**src/hdl/bps_pkg.sv**
```systemverilog
// package for the block padding stripper: codes, constants and shared types
`default_nettype none

package bps_pkg;

    // default largest cipher block in bytes
    localparam int DEF_MAX_BLOCK = 32;

    // depth of the command queue between front and back
    localparam int Q_DEPTH = 2;

    // field widths
    localparam int BYTE_W   = 8;
    localparam int SCHEME_W = 3;
    localparam int BS_W     = 6;
    localparam int PAD_W    = 6;
    localparam int CFG_IDX_W = 2;
    localparam int CFG_DATA_W = 6;

    // configuration register indexes
    localparam logic [CFG_IDX_W-1:0] REG_SCHEME     = 2'd0;
    localparam logic [CFG_IDX_W-1:0] REG_BLOCK_SIZE = 2'd1;
    localparam logic [CFG_IDX_W-1:0] REG_BLOCK_MODE = 2'd2;

    // configuration reset values
    localparam logic [SCHEME_W-1:0] SCHEME_RESET = 3'd0;
    localparam logic [BS_W-1:0]     BS_RESET     = 6'd16;
    localparam logic                MODE_RESET   = 1'b1;

    // padding scheme codes
    localparam logic [SCHEME_W-1:0] SCH_NONE     = 3'd0;
    localparam logic [SCHEME_W-1:0] SCH_ANSI     = 3'd1;
    localparam logic [SCHEME_W-1:0] SCH_PKCS7    = 3'd2;
    localparam logic [SCHEME_W-1:0] SCH_ISO10126 = 3'd3;
    localparam logic [SCHEME_W-1:0] SCH_ISO7816  = 3'd4;
    localparam logic [SCHEME_W-1:0] SCH_ZERO     = 3'd5;
    localparam logic [SCHEME_W-1:0] SCH_SPACE    = 3'd6;

    // byte values used by the schemes
    localparam logic [BYTE_W-1:0] BYTE_MARK  = 8'h80;
    localparam logic [BYTE_W-1:0] BYTE_SPACE = 8'h20;
    localparam logic [BYTE_W-1:0] BYTE_ZERO  = 8'h00;

    // one classified word handed from front to back
    typedef struct packed {
        logic [BYTE_W-1:0]   data;
        logic                pop;
        logic                last;
        logic                strip;
        logic [SCHEME_W-1:0] scheme;
        logic [BS_W-1:0]     bs;
    } t_cmd;

    // back end sequencer states
    typedef enum logic [1:0] {
        ST_RUN,
        ST_SCAN,
        ST_FLUSH
    } t_back_state;

endpackage

`default_nettype wire

```
**src/hdl/bps_front.sv**
```systemverilog
// front end: configuration registers, length tracking and word classification
`default_nettype none

module bps_front
    import bps_pkg::*;
#(
    parameter int MAX_BLOCK = DEF_MAX_BLOCK
) (
    input  wire logic                  i_clk,
    input  wire logic                  i_rst_n,
    input  wire logic                  i_cfg_we,
    input  wire logic [CFG_IDX_W-1:0]  i_cfg_idx,
    input  wire logic [CFG_DATA_W-1:0] i_cfg_wdata,
    input  wire logic                  i_in_valid,
    output logic                       o_in_ready,
    input  wire logic [BYTE_W-1:0]     i_in_byte,
    input  wire logic                  i_in_last,
    output logic                       o_push,
    output t_cmd                       o_cmd,
    input  wire logic                  i_q_ready
);

    localparam int CW = $clog2(MAX_BLOCK + 3);
    localparam int RW = (MAX_BLOCK > 1) ? $clog2(MAX_BLOCK) : 1;

    logic [SCHEME_W-1:0] r_scheme;
    logic [BS_W-1:0]     r_bs;
    logic                r_mode;
    logic [RW-1:0]       r_rem;
    logic [RW-1:0]       n_rem;
    logic [CW-1:0]       r_cnt;
    logic [CW-1:0]       n_cnt;
    logic                bs_ok;
    logic [CW-1:0]       depth;
    logic [BS_W:0]       rem_inc;
    logic                pop;
    logic                accept;

    // block size check, hold depth and running length remainder
    always_comb begin
        bs_ok   = (r_bs != '0) && (r_bs <= BS_W'(MAX_BLOCK));
        depth   = bs_ok ? (CW'(r_bs) + CW'(1)) : CW'(1);
        rem_inc = (BS_W+1)'(r_rem) + (BS_W+1)'(1);
        if (bs_ok && (rem_inc < {1'b0, r_bs})) begin
            n_rem = RW'(rem_inc);
        end else begin
            n_rem = '0;
        end
        pop    = (r_cnt >= depth);
        accept = i_in_valid && i_q_ready;
    end

    // classified word for the queue
    always_comb begin
        o_in_ready   = i_q_ready;
        o_push       = accept;
        o_cmd.data   = i_in_byte;
        o_cmd.pop    = pop;
        o_cmd.last   = i_in_last;
        o_cmd.strip  = r_mode && bs_ok && (n_rem == '0);
        o_cmd.scheme = r_scheme;
        o_cmd.bs     = r_bs;
    end

    // held count as seen by the back end
    always_comb begin
        n_cnt = r_cnt;
        if (accept) begin
            if (i_in_last) begin
                n_cnt = '0;
            end else if (!pop) begin
                n_cnt = r_cnt + CW'(1);
            end
        end
    end

    // configuration writes
    always_ff @(posedge i_clk) begin
        if (!i_rst_n) begin
            r_scheme <= SCHEME_RESET;
            r_bs     <= BS_RESET;
            r_mode   <= MODE_RESET;
        end else if (i_cfg_we) begin
            case (i_cfg_idx)
                REG_SCHEME:     r_scheme <= i_cfg_wdata[SCHEME_W-1:0];
                REG_BLOCK_SIZE: r_bs     <= i_cfg_wdata[BS_W-1:0];
                REG_BLOCK_MODE: r_mode   <= i_cfg_wdata[0];
                default: ;
            endcase
        end
    end

    // message tracking
    always_ff @(posedge i_clk) begin
        if (!i_rst_n) begin
            r_rem <= '0;
            r_cnt <= '0;
        end else begin
            r_cnt <= n_cnt;
            if (accept) begin
                r_rem <= i_in_last ? '0 : n_rem;
            end
        end
    end

endmodule

`default_nettype wire

```
**src/hdl/bps_queue.sv**
```systemverilog
// short word queue between the front end and the back end
`default_nettype none

module bps_queue
    import bps_pkg::*;
(
    input  wire logic i_clk,
    input  wire logic i_rst_n,
    input  wire logic i_push,
    input  t_cmd      i_wdata,
    output logic      o_ready,
    output logic      o_valid,
    output t_cmd      o_rdata,
    input  wire logic i_pop
);

    localparam int QW = (Q_DEPTH > 1) ? $clog2(Q_DEPTH) : 1;
    localparam int QC = $clog2(Q_DEPTH + 1);

    t_cmd          r_buf [Q_DEPTH];
    logic [QW-1:0] r_wp;
    logic [QW-1:0] r_rp;
    logic [QC-1:0] r_cnt;
    logic          do_push;
    logic          do_pop;

    // handshake on both sides
    always_comb begin
        o_ready = (r_cnt != QC'(Q_DEPTH));
        o_valid = (r_cnt != '0);
        o_rdata = r_buf[r_rp];
        do_push = i_push && o_ready;
        do_pop  = i_pop && o_valid;
    end

    // storage
    always_ff @(posedge i_clk) begin
        if (do_push) begin
            r_buf[r_wp] <= i_wdata;
        end
    end

    // pointers and fill count
    always_ff @(posedge i_clk) begin
        if (!i_rst_n) begin
            r_wp  <= '0;
            r_rp  <= '0;
            r_cnt <= '0;
        end else begin
            if (do_push) begin
                r_wp <= (r_wp == QW'(Q_DEPTH - 1)) ? '0 : r_wp + QW'(1);
            end
            if (do_pop) begin
                r_rp <= (r_rp == QW'(Q_DEPTH - 1)) ? '0 : r_rp + QW'(1);
            end
            case ({do_push, do_pop})
                2'b10:   r_cnt <= r_cnt + QC'(1);
                2'b01:   r_cnt <= r_cnt - QC'(1);
                default: ;
            endcase
        end
    end

`ifndef SYNTH
    a_no_overfill: assert property (@(posedge i_clk) disable iff (!i_rst_n)
        r_cnt <= QC'(Q_DEPTH))
        else $error("queue fill count beyond depth");
`endif

endmodule

`default_nettype wire

```
**src/hdl/bps_back.sv**
```systemverilog
// back end: hold buffer memory, pad scan and output register
`default_nettype none

module bps_back
    import bps_pkg::*;
#(
    parameter int MAX_BLOCK = DEF_MAX_BLOCK
) (
    input  wire logic          i_clk,
    input  wire logic          i_rst_n,
    input  wire logic          i_cmd_valid,
    input  t_cmd               i_cmd,
    output logic               o_cmd_ready,
    output logic               o_out_valid,
    input  wire logic          i_out_ready,
    output logic [BYTE_W-1:0]  o_out_byte,
    output logic               o_byte_valid,
    output logic               o_out_last,
    output logic [PAD_W-1:0]   o_pad_length
);

    localparam int DEPTH = MAX_BLOCK + 1;
    localparam int PW    = $clog2(DEPTH);
    localparam int CW    = $clog2(MAX_BLOCK + 3);

    t_back_state         r_state;
    t_back_state         n_state;
    logic [BYTE_W-1:0]   r_mem [DEPTH];
    logic [PW-1:0]       r_head;
    logic [PW-1:0]       r_tail;
    logic [PW-1:0]       r_sptr;
    logic [CW-1:0]       r_held;
    logic [CW-1:0]       r_n;
    logic [CW-1:0]       r_k;
    logic [CW-1:0]       r_ek;
    logic [CW-1:0]       r_left;
    logic                r_ev;
    logic [PAD_W-1:0]    r_pad;
    logic [BYTE_W-1:0]   r_plen;
    logic [BYTE_W-1:0]   r_scan_data;
    logic [SCHEME_W-1:0] r_sch;
    logic [BS_W-1:0]     r_bs;
    logic                r_out_vld;
    logic [BYTE_W-1:0]   r_out_byte;
    logic                r_out_bv;
    logic                r_out_last;
    logic [PAD_W-1:0]    r_out_pad;

    logic                out_free;
    logic                take_ok;
    logic                cmd_take;
    logic                scan_go;
    logic                emit_byte;
    logic                emit_mark;
    logic                flush_end;
    logic [CW-1:0]       held_new;
    logic                sc_done;
    logic [BYTE_W-1:0]   sc_pad;
    logic [BYTE_W-1:0]   e8;
    logic [BYTE_W-1:0]   n8;
    logic [BYTE_W-1:0]   bs8;
    logic [BYTE_W-1:0]   d;
    logic [BYTE_W-1:0]   want;
    logic [BYTE_W-1:0]   run_char;

    // pad decision for one scanned byte, newest first
    always_comb begin
        e8       = BYTE_W'(r_ek);
        n8       = BYTE_W'(r_n);
        bs8      = BYTE_W'(r_bs);
        d        = r_scan_data;
        want     = (r_sch == SCH_ANSI) ? BYTE_ZERO : r_plen;
        run_char = (r_sch == SCH_ZERO) ? BYTE_ZERO : BYTE_SPACE;
        sc_done  = 1'b0;
        sc_pad   = '0;
        case (r_sch) inside
            SCH_ANSI, SCH_PKCS7: begin
                if (e8 == '0) begin
                    if ((d == '0) || (d > bs8) || (d > n8)) begin
                        sc_done = 1'b1;
                    end else if (d == BYTE_W'(1)) begin
                        sc_done = 1'b1;
                        sc_pad  = d;
                    end
                end else if (d != want) begin
                    sc_done = 1'b1;
                end else if (e8 == r_plen - BYTE_W'(1)) begin
                    sc_done = 1'b1;
                    sc_pad  = r_plen;
                end
            end
            SCH_ISO10126: begin
                sc_done = 1'b1;
                if ((d != '0) && (d <= bs8) && (d <= n8)) begin
                    sc_pad = d;
                end
            end
            SCH_ISO7816: begin
                if (!((e8 + BYTE_W'(1) < n8) && (d == BYTE_ZERO) && (e8 < bs8))) begin
                    sc_done = 1'b1;
                    if ((d == BYTE_MARK) && (e8 < bs8)) begin
                        sc_pad = e8 + BYTE_W'(1);
                    end
                end
            end
            SCH_ZERO, SCH_SPACE: begin
                if (!((e8 < n8) && (d == run_char) && (e8 <= bs8))) begin
                    sc_done = 1'b1;
                    if (e8 <= bs8) begin
                        sc_pad = e8;
                    end
                end
            end
            default: begin
                sc_done = 1'b1;
            end
        endcase
    end

    // word intake and emission strobes
    always_comb begin
        out_free  = !r_out_vld || i_out_ready;
        take_ok   = (r_state == ST_RUN) && (!i_cmd.pop || out_free);
        cmd_take  = take_ok && i_cmd_valid;
        held_new  = i_cmd.pop ? r_held : r_held + CW'(1);
        scan_go   = i_cmd.strip && (i_cmd.scheme != SCH_NONE)
                    && (i_cmd.scheme <= SCH_SPACE);
        emit_byte = (cmd_take && i_cmd.pop)
                    || ((r_state == ST_FLUSH) && out_free && (r_left != '0));
        emit_mark = (r_state == ST_FLUSH) && out_free && (r_left == '0);
        flush_end = (r_state == ST_FLUSH) && out_free && (r_left <= CW'(1));
        o_cmd_ready  = take_ok;
        o_out_valid  = r_out_vld;
        o_out_byte   = r_out_bv ? r_out_byte : BYTE_ZERO;
        o_byte_valid = r_out_bv;
        o_out_last   = r_out_last;
        o_pad_length = r_out_pad;
    end

    // sequencer next state
    always_comb begin
        n_state = r_state;
        unique case (r_state)
            ST_RUN: begin
                if (cmd_take && i_cmd.last) begin
                    n_state = scan_go ? ST_SCAN : ST_FLUSH;
                end
            end
            ST_SCAN: begin
                if (r_ev && sc_done) begin
                    n_state = ST_FLUSH;
                end
            end
            ST_FLUSH: begin
                if (flush_end) begin
                    n_state = ST_RUN;
                end
            end
            default: n_state = ST_RUN;
        endcase
    end

    // hold buffer: one write port, output read port, scan read port
    always_ff @(posedge i_clk) begin
        if (cmd_take) begin
            r_mem[r_head] <= i_cmd.data;
        end
        if (emit_byte) begin
            r_out_byte <= r_mem[r_tail];
        end
        if (r_state == ST_SCAN) begin
            r_scan_data <= r_mem[r_sptr];
        end
    end

    // scan and flush bookkeeping
    always_ff @(posedge i_clk) begin
        if (cmd_take && i_cmd.last) begin
            r_n    <= held_new;
            r_sch  <= i_cmd.scheme;
            r_bs   <= i_cmd.bs;
            r_k    <= '0;
            r_sptr <= r_head;
            if (!scan_go) begin
                r_pad  <= '0;
                r_left <= held_new;
            end
        end
        if (r_state == ST_SCAN) begin
            r_sptr <= (r_sptr == '0) ? PW'(DEPTH - 1) : r_sptr - PW'(1);
            r_k    <= r_k + CW'(1);
            r_ek   <= r_k;
            if (r_ev && (r_ek == '0)) begin
                r_plen <= r_scan_data;
            end
            if (r_ev && sc_done) begin
                r_pad  <= PAD_W'(sc_pad);
                r_left <= r_n - CW'(sc_pad);
            end
        end
        if ((r_state == ST_FLUSH) && emit_byte) begin
            r_left <= r_left - CW'(1);
        end
    end

    // control registers
    always_ff @(posedge i_clk) begin
        if (!i_rst_n) begin
            r_state <= ST_RUN;
            r_head  <= '0;
            r_tail  <= '0;
            r_held  <= '0;
            r_ev    <= 1'b0;
        end else begin
            r_state <= n_state;
            if (cmd_take) begin
                r_head <= (r_head == PW'(DEPTH - 1)) ? '0 : r_head + PW'(1);
                r_held <= held_new;
                r_ev   <= 1'b0;
            end
            if (emit_byte) begin
                r_tail <= (r_tail == PW'(DEPTH - 1)) ? '0 : r_tail + PW'(1);
            end
            if (r_state == ST_SCAN) begin
                r_ev <= 1'b1;
            end
            // drop pad bytes left in the buffer at message end
            if (flush_end) begin
                r_tail <= r_head;
                r_held <= '0;
            end
        end
    end

    // output register
    always_ff @(posedge i_clk) begin
        if (!i_rst_n) begin
            r_out_vld <= 1'b0;
        end else if (emit_byte || emit_mark) begin
            r_out_vld <= 1'b1;
        end else if (i_out_ready) begin
            r_out_vld <= 1'b0;
        end
    end

    always_ff @(posedge i_clk) begin
        if (emit_byte || emit_mark) begin
            r_out_bv   <= emit_byte;
            r_out_last <= flush_end;
            r_out_pad  <= flush_end ? r_pad : '0;
        end
    end

`ifndef SYNTH
    a_marker_all_pad: assert property (@(posedge i_clk) disable iff (!i_rst_n)
        (r_state == ST_FLUSH && r_left == '0) |-> (r_pad != '0 && CW'(r_pad) == r_n))
        else $error("end marker without whole message stripped");
    a_marker_is_last: assert property (@(posedge i_clk) disable iff (!i_rst_n)
        (r_out_vld && !r_out_bv) |-> r_out_last)
        else $error("end marker not flagged last");
    a_held_bound: assert property (@(posedge i_clk) disable iff (!i_rst_n)
        r_held <= CW'(DEPTH))
        else $error("hold count beyond buffer depth");
    a_pop_has_data: assert property (@(posedge i_clk) disable iff (!i_rst_n)
        (cmd_take && i_cmd.pop) |-> (r_held != '0))
        else $error("pass-through from an empty hold buffer");
`endif

endmodule

`default_nettype wire

```
**src/hdl/block_padding_stripper_top.sv**
```systemverilog
// top level of the block padding stripper
// Usage:
//   Input channel (i_in_valid / o_in_ready) carries one decrypted byte per word,
//   i_in_last on the final byte of a message. Output channel (o_out_valid /
//   i_out_ready) carries kept bytes; the final word of a message has o_out_last
//   and o_pad_length set, or is a bare end marker (o_byte_valid low) when the
//   whole message was padding. Configuration is written through i_cfg_we /
//   i_cfg_idx / i_cfg_wdata while the block is idle.
// Throughput: one byte per cycle in the middle of a message while the receiver
//   keeps up. The newest block_size+1 bytes are held back, so a byte leaves
//   through the queue and the output register once a newer byte pushes it out.
// Message end: the pad scan reads the hold buffer one byte per cycle over its
//   second read port, then the kept bytes leave one per cycle from the first
//   read port while the receiver keeps up; a two-word queue keeps accepting
//   input meanwhile.
// Reset (synchronous, active low) empties the queue and hold buffer and loads
//   scheme none, block size 16 and block mode on.
// A stalled receiver holds the output register; the back end then stops, the
//   queue fills and o_in_ready drops.
`default_nettype none

module block_padding_stripper_top
    import bps_pkg::*;
#(
    parameter int MAX_BLOCK = DEF_MAX_BLOCK
) (
    input  wire logic                  i_clk,
    input  wire logic                  i_rst_n,
    input  wire logic                  i_cfg_we,
    input  wire logic [CFG_IDX_W-1:0]  i_cfg_idx,
    input  wire logic [CFG_DATA_W-1:0] i_cfg_wdata,
    input  wire logic                  i_in_valid,
    output logic                       o_in_ready,
    input  wire logic [BYTE_W-1:0]     i_in_byte,
    input  wire logic                  i_in_last,
    output logic                       o_out_valid,
    input  wire logic                  i_out_ready,
    output logic [BYTE_W-1:0]          o_out_byte,
    output logic                       o_byte_valid,
    output logic                       o_out_last,
    output logic [PAD_W-1:0]           o_pad_length
);

    logic push;
    t_cmd push_cmd;
    logic q_ready;
    logic q_valid;
    t_cmd q_cmd;
    logic q_pop;

    // classification and configuration
    bps_front #(
        .MAX_BLOCK (MAX_BLOCK)
    ) u_front (
        .i_clk       (i_clk),
        .i_rst_n     (i_rst_n),
        .i_cfg_we    (i_cfg_we),
        .i_cfg_idx   (i_cfg_idx),
        .i_cfg_wdata (i_cfg_wdata),
        .i_in_valid  (i_in_valid),
        .o_in_ready  (o_in_ready),
        .i_in_byte   (i_in_byte),
        .i_in_last   (i_in_last),
        .o_push      (push),
        .o_cmd       (push_cmd),
        .i_q_ready   (q_ready)
    );

    // decoupling queue
    bps_queue u_queue (
        .i_clk   (i_clk),
        .i_rst_n (i_rst_n),
        .i_push  (push),
        .i_wdata (push_cmd),
        .o_ready (q_ready),
        .o_valid (q_valid),
        .o_rdata (q_cmd),
        .i_pop   (q_pop)
    );

    // hold buffer, pad scan and output
    bps_back #(
        .MAX_BLOCK (MAX_BLOCK)
    ) u_back (
        .i_clk        (i_clk),
        .i_rst_n      (i_rst_n),
        .i_cmd_valid  (q_valid),
        .i_cmd        (q_cmd),
        .o_cmd_ready  (q_pop),
        .o_out_valid  (o_out_valid),
        .i_out_ready  (i_out_ready),
        .o_out_byte   (o_out_byte),
        .o_byte_valid (o_byte_valid),
        .o_out_last   (o_out_last),
        .o_pad_length (o_pad_length)
    );

endmodule

`default_nettype wire

```
**config.mk**
```make
export PLATFORM = sky130hd
export DESIGN_NAME = block_padding_stripper_top
export DESIGN_NICKNAME = d
export VERILOG_FILES = /design/src/hdl/bps_pkg.sv /design/src/hdl/bps_front.sv /design/src/hdl/bps_queue.sv /design/src/hdl/bps_back.sv /design/src/hdl/block_padding_stripper_top.sv
export SDC_FILE = /design/constraint.sdc
export NUM_CORES = 1
export LEC_CHECK = 0
export BUFFER_PORTS_ARGS = -buffer_cell sky130_fd_sc_hd__clkbuf_2
export CORE_MARGIN = 5
export CORE_UTILIZATION = 35
export DETAILED_ROUTE_END_ITERATION = 8
export PLACE_DENSITY_LB_ADDON = 0.2
export REMOVE_ABC_BUFFERS = 1
export SLEW_MARGIN = 0
export SYNTH_ARGS = -nofsm -noshare
export SYNTH_HDL_FRONTEND = slang
export SYNTH_SLANG_ARGS = --single-unit
```
**constraint.sdc**
```tcl
create_clock -name i_clk -period 4.1 [get_ports i_clk]
set_clock_uncertainty 0.05 [all_clocks]
set_input_delay 0 -clock i_clk [delete_from_list [all_inputs] [get_ports i_clk]]
set_output_delay 0 -clock i_clk [all_outputs]
set_load 0.02 [all_outputs]
```
== Yosys cells after proc, flatten, opt, wreduce, memory -nomap -nowiden ==
Memory sizes are Yosys's and may differ from the RTL's. A register that Yosys moved wholly into a read port is not among the register bits.
Index checks and enable logic that the tools add are counted.
Storage, ports and cells
  register bits: 108
  latch bits: 0
  memory bits (writable): 304
  bits in read-only memories: 0
  input port bits: 22
  output and inout bits: 18
  word-level logic and storage cells: 212
  memories: 2
Operators by class
  add/subtract/negate cells: 16
  multiply operators: 0
  div/mod/pow operators: 0
  magnitude comparators: 13
  equality and inequality tests: 24
  shifts and indexed selects: 0
  multiplexer cells: 70
  bitwise operators: 1
  reductions and logical operators: 60
Memories
  u_back.r_mem: depth 33, width 8, rd ports 2, clocked after Yosys merged registers in 2, write ports 1, RTL line bps_back.sv:28  | logic [BYTE_W-1:0] r_mem [DEPTH];
  u_queue.r_buf: depth 2, width 20, rd ports 1, clocked after Yosys merged registers in 1, write ports 1, RTL line bps_queue.sv:20  | t_cmd r_buf [Q_DEPTH];
Operators with widths (number)
  2-to-1 mux 6 bit: 37
  adder 6 x 1 -> 6 bit, second input constant: 6
  logical AND 1 bit: 26
  2-to-1 mux 1 bit: 23
  zero test 6 bit: 3
  > comparator 8 x 6 -> 1 bit: 2
  less-or-equal comparator 8 x 6 -> 1 bit: 2
  2-to-1 mux 8 bit: 2
  less-than comparator 7 x 6 -> 1 bit: 2
  equality test 6 bit, second input constant: 2
  less-than comparator 6 bit: 2
  nonzero test 2 bit: 6
  nonzero test 6 bit: 2
  subtractor 6 x 1 -> 6 bit, second input constant: 2
  2-to-1 mux 5 bit: 2
  AND reduction 2 bit: 5
  equality test 3 bit, second input constant: 3
  equality test 6 x 8 -> 1 bit: 1
  equality test 8 x 1 -> 1 bit, second input constant: 1
  equality test 8 x 6 -> 1 bit: 1
  equality test 8 bit, second input constant: 1
  zero test 8 bit: 1
  2-to-1 mux 2 bit: 4
  inequality test 2 bit, second input constant: 4
  other kinds (29): 44

== Depth between registers and ports, before layout ==
  word-level depth: 14
  mapped depth: 19
  mapped depth without buffers: 18

== Hierarchy ==
Synthesis repeated with hierarchy kept, for this count alone.
Second synthesis, totals
  cells, all modules: 1429
  area, all modules: 21393.0 µm²
By module, submodules not included
  bps_back: instances 1, cells each 1169, area an instance 18227.5 µm², sequential area each 10560.1 µm²
  bps_queue: instances 1, cells each 86, area an instance 1671.6 µm², sequential area each 1301.2 µm²
  bps_front: instances 1, cells each 174, area an instance 1493.9 µm², sequential area each 420.4 µm²

== Worst setup path after synthesis ==
No wires, ideal clock.
  path kind: flip-flop to flip-flop
  start: register u_back.r_scan_data[4] (netlist: u_back.d[4]), read port of u_back.r_mem
  end: register u_back.r_left[5]
  setup time: 0.129 ns
  arrival time: 3.602 ns
  data required time: 3.921 ns
  path slack: 0.319 ns
  cell stages (with the launch flop): 17
  buffers on the path: 0
  period minus slack after synthesis: 3.781 ns
  path through: edfxtp_1 -> ha_1 -> nor4bb_1 -> mux2_2 -> o31a_1 -> nor4_1 -> nand2_1 -> a21oi_1 -> a21oi_1 -> ha_1 -> a21o_1 -> a21oi_1 -> o21bai_1 -> a21oi_1 -> xnor2_1 -> xnor2_1 -> a21oi_1
On the way
  word-level cells in the longest chain between the ends: 12
  elaborated cells between the ends (all ways): 46
RTL lines
  start: declaration: RTL line bps_back.sv:40  | logic [BYTE_W-1:0] r_scan_data;
  parallel branches: the longest is 9 deep, another holds less-or-equal comparator 8 x 6 -> 1 bit
  2-to-1 mux 6 bit (*): RTL line bps_back.sv:196  | if (r_ev && sc_done) begin
  2-to-1 mux 6 bit (*): RTL line bps_back.sv:189  | if (r_state == ST_SCAN) begin
  2-to-1 mux 6 bit (*): RTL line bps_back.sv:201  | if ((r_state == ST_FLUSH) && emit_byte) begin
  end signal: assignment: RTL line bps_back.sv:186  | r_left <= held_new;
  end signal: assignment: RTL line bps_back.sv:198  | r_left <= r_n - CW'(sc_pad);
  end signal: assignment: RTL line bps_back.sv:202  | r_left <= r_left - CW'(1);
  end: declaration: RTL line bps_back.sv:36  | logic [CW-1:0] r_left;
Mark *: on every way between the ends.
A chain may end at the register's enable or synchronous reset.

== Worst setup path after layout ==
  start: register u_back.r_scan_data[1] (netlist: u_back.d[1]), read port of u_back.r_mem
  end: register u_back.r_left[5]
The elaborated chain is that of the path after synthesis.

==> results.json <==
{
  "path_depth": 15,
  "cp.required_ns": 4.48,
  "setup_viol": 0,
  "fmax_mhz": 262.8,
  "cts_tree": "built",
  "period_minus_slack_ns": 3.806,
  "grt_max_degree": 67,
  "drt_iter0_drc": 1015,
  "vdd_drop_max_v": 0.0003133,
  "numPortBuffers": 39,
  "drv_slew": 0,
  "timing.rr.start": "u_back.d[1]$_DFFE_PP_",
  "netlist_area_sq_um": 21090,
  "worst_path_max_delay_cell": "or4_1",
  "dpl.hpwl_um": 36850,
  "crit_top_cell": "a21oi_1",
  "cp_top_family": "compound AO/OA/AOI/OAI gates",
  "synth_edf_count": 369,
  "cts.path.max_buffers": 3,
  "ys_warn_count": 0,
  "yosysMostFrequentCell": "edfxtp_1",
  "cts.clk_slew.worst_paths_ns": 0.06,
  "grtUsageTotal": 0.1629,
  "cts_buffers": 49,
  "layout-drive-gt1-share": 0.2476,
  "r2r_cells": 15,
  "grt_pass1_wl_um": 82060,
  "worstHoldPathCells": 4,
  "drv_cap": 0,
  "grt_overflow": 0,
  "power_density_nw_per_um2": 639.6,
  "syn_avg_cell_area_sq_um": 15.16,
  "num_rows": 90,
  "core_sq_um": 60020,
  "via_count": 12580,
  "critPathLaunch": "u_back.d[1]$_DFFE_PP_",
  "synth_ff_type": "edfxtp_1",
  "synth_common_cells": "edfxtp_1, mux4_2, nor2_1",
  "top_level_ports": 40,
  "dieArea_sq_um": 65280,
  "path_buf_inv": 0,
  "reg2reg_setup_slack_ns": 0.29,
  "numClockSinks": 429,
  "nets": 1593,
  "tightest_slew_ns": 1.166,
  "cts.htree.levels": 2,
  "synthDistinctLibCells": 79,
  "cp-end-kind": "flop",
  "synth-seq-cells": 429,
  "synthCells": 1391,
  "clock_latency_ns": 0.58,
  "wl_um": 53690,
  "critical_path_class": "reg2reg",
  "slowest_delay_ns": 0.63,
  "start_kind": "flop",
  "crit_arrival_ns": 4.18,
  "die_h_um": 255.5,
  "outcome": "completed",
  "timing.rr.end": "u_back.r_left[5]$_DFF_P_",
  "relSlewSlack": 0.2217,
  "worst_slack_ns": 0.2944,
  "cts-root-buf": "clkbuf_16",
  "avgRoutedWirePerCell_um": 23.05,
  "crit_chain": "or4_1, a2111o_1, a211oi_2, nor2b_1, a221oi_1, a21oi_1, a21oi_1, ha_1, a21o_1, a21oi_1, o21bai_1, a21oi_1, xnor2_1, xnor2_1, a21oi_1",
  "route.detailed.drc": 0,
  "cts_resized": 0,
  "synth_area_leader_cell": "edfxtp_1",
  "period_share": 0.9282,
  "via_per_inst": 5.402,
  "hp-class": "in2reg",
  "gp_congestion": 0.8458,
  "antenna_found_initial": 0,
  "ant_nets": 0,
  "total_leakage_power_nw": 8.242,
  "dp_slack_ns": 0.3266,
  "dr.pass1.iters": 5,
  "crit_end": "u_back.r_left[5]$_DFF_P_",
  "synth_area_leaders": "edfxtp_1, mux4_2, dfxtp_1, ha_1, mux2i_1",
  "yosysTopAreaCellShare": 0.5253,
  "grt_pass1_vias": 12970,
  "antenna_cells": 0,
  "async_reset_ff_frac": 0,
  "hold_viol": 0,
  "area_delta_synth_final_pct": 15.90,
  "start_util": 0.3514,
  "path_max_fanout": 4,
  "ys_seq_area_frac": 0.5822,
  "die_w_um": 255.5,
  "setup_tns_ns": 0,
  "rsz0062_at_grt": "false"
}
==> stage by stage <==
stage               cell area (sq um)    util  hold WS [ns]  power [mW]  instances
finish                          24450  0.4073       0.07794       15.64       2329
global route                    24450  0.4073       0.09405       16.48       2329
CTS                             24450  0.4073       0.04362       15.86       2329
detailed placement              22580  0.3762        0.1480       11.54       2209
global placement                22580  0.3762        0.1474       11.49       2209
floorplan                       20760       -       0.01194       9.574       1313
==> kinds of logic (layout without fill, tap and decap cells) <==
kind of cell    count (synthesis)  in the layout  share of synthesized area
simple gates                  329            329                    0.07889
compound gates                165            165                    0.05226
flops                         429            429                     0.5822
fa+ha+maj                      63             63                    0.03772
xor+xnor                       58             58                    0.02408
buf+inv                       126            282                    0.02438
mux                           221            221                     0.2004
==> worst register-to-register path, cell delays in order, from the launching register on <==
cell and delay, ns:
edfxtp_1 0.39, or4_1 0.63, a2111o_1 0.33, a211oi_2 0.24, nor2b_1 0.09, a221oi_1 0.34
a21oi_1 0.08, a21oi_1 0.20, ha_1 0.26, a21o_1 0.18, a21oi_1 0.24, o21bai_1 0.09
a21oi_1 0.18, xnor2_1 0.15, xnor2_1 0.14, a21oi_1 0.08
==> registers in the layout, indices dropped and copies added, names as in the netlist, 8 cells and up, named ones only <==
register	cells
u_back.r_plen	8
u_back.d	8
u_back.r_out_byte	8
u_queue.r_buf	40
u_back.r_mem	264
==> what timing repair did <==
action	in CTS	in global routing
setup buffers	0	0
endpoints found under the hold margin	38	0
hold buffers	30	0
==> where the power goes <==
part / leakage (nW) / internal, mW / switching, mW
combinational: 3.64 / 2.33 / 3.01
sequential: 3.85 / 5.58 / 0.466
clock: 0.760 / 2.51 / 1.75
==> per-layer routing <==
layer | global-route usage | up-vias | wire (um)
li1 | - | 5703 | -
met3 | 0.02535 | 61 | 2343
met2 | 0.2779 | 297 | 26700
met4 | 0.03838 | 0 | 1034
met5 | 0 | - | 0
met1 | 0.2218 | 6521 | 23610
==> placed cells by master (no fill, tap or decap), types with 21 or more instances in the layout <==
master / instances
edfxtp_1: 369
mux4_2: 159
nor2_1: 96
nand2_1: 80
buf_4: 70
ha_1: 62
dfxtp_1: 58
clkbuf_16: 52
inv_1: 47
o21ai_0: 46
mux2i_1: 41
clkbuf_2: 39
a21oi_1: 36
xnor2_1: 34
dlygate4sd3_1: 30
nand3_1: 27
xor2_1: 24
and2_1: 23
mux2_2: 21
==> layout make-up <==
type	instances	area [sq um]
clock buffers	68	1401
clock inverters	22	168.9
fillers	5437	35570
inverters	48	180.2
multi-input cells	836	8310
flip-flops and latches	429	12290
well taps	782	978.4
repair buffers	144	1121
==> how the worst min path moves through the flow <==
stage,startpoint,end,slack (ns)
4_1_cts,i_cfg_we,u_front.r_bs[0]$_SDFFE_PN0P_,0.04
6_report,i_cfg_we,u_front.r_bs[0]$_SDFFE_PN0P_,0.08
5_1_grt,i_cfg_we,u_front.r_bs[0]$_SDFFE_PN0P_,0.09
3_5_place_dp,i_in_byte[1],u_queue.r_buf[1][13]$_DFFE_PP_,0.15
2_1_floorplan,i_rst_n,u_front.r_bs[4]$_SDFFE_PN1P_,0.01
3_3_place_gp,i_in_byte[6],u_queue.r_buf[1][18]$_DFFE_PP_,0.15
Power figures use the tool's default switching activity.
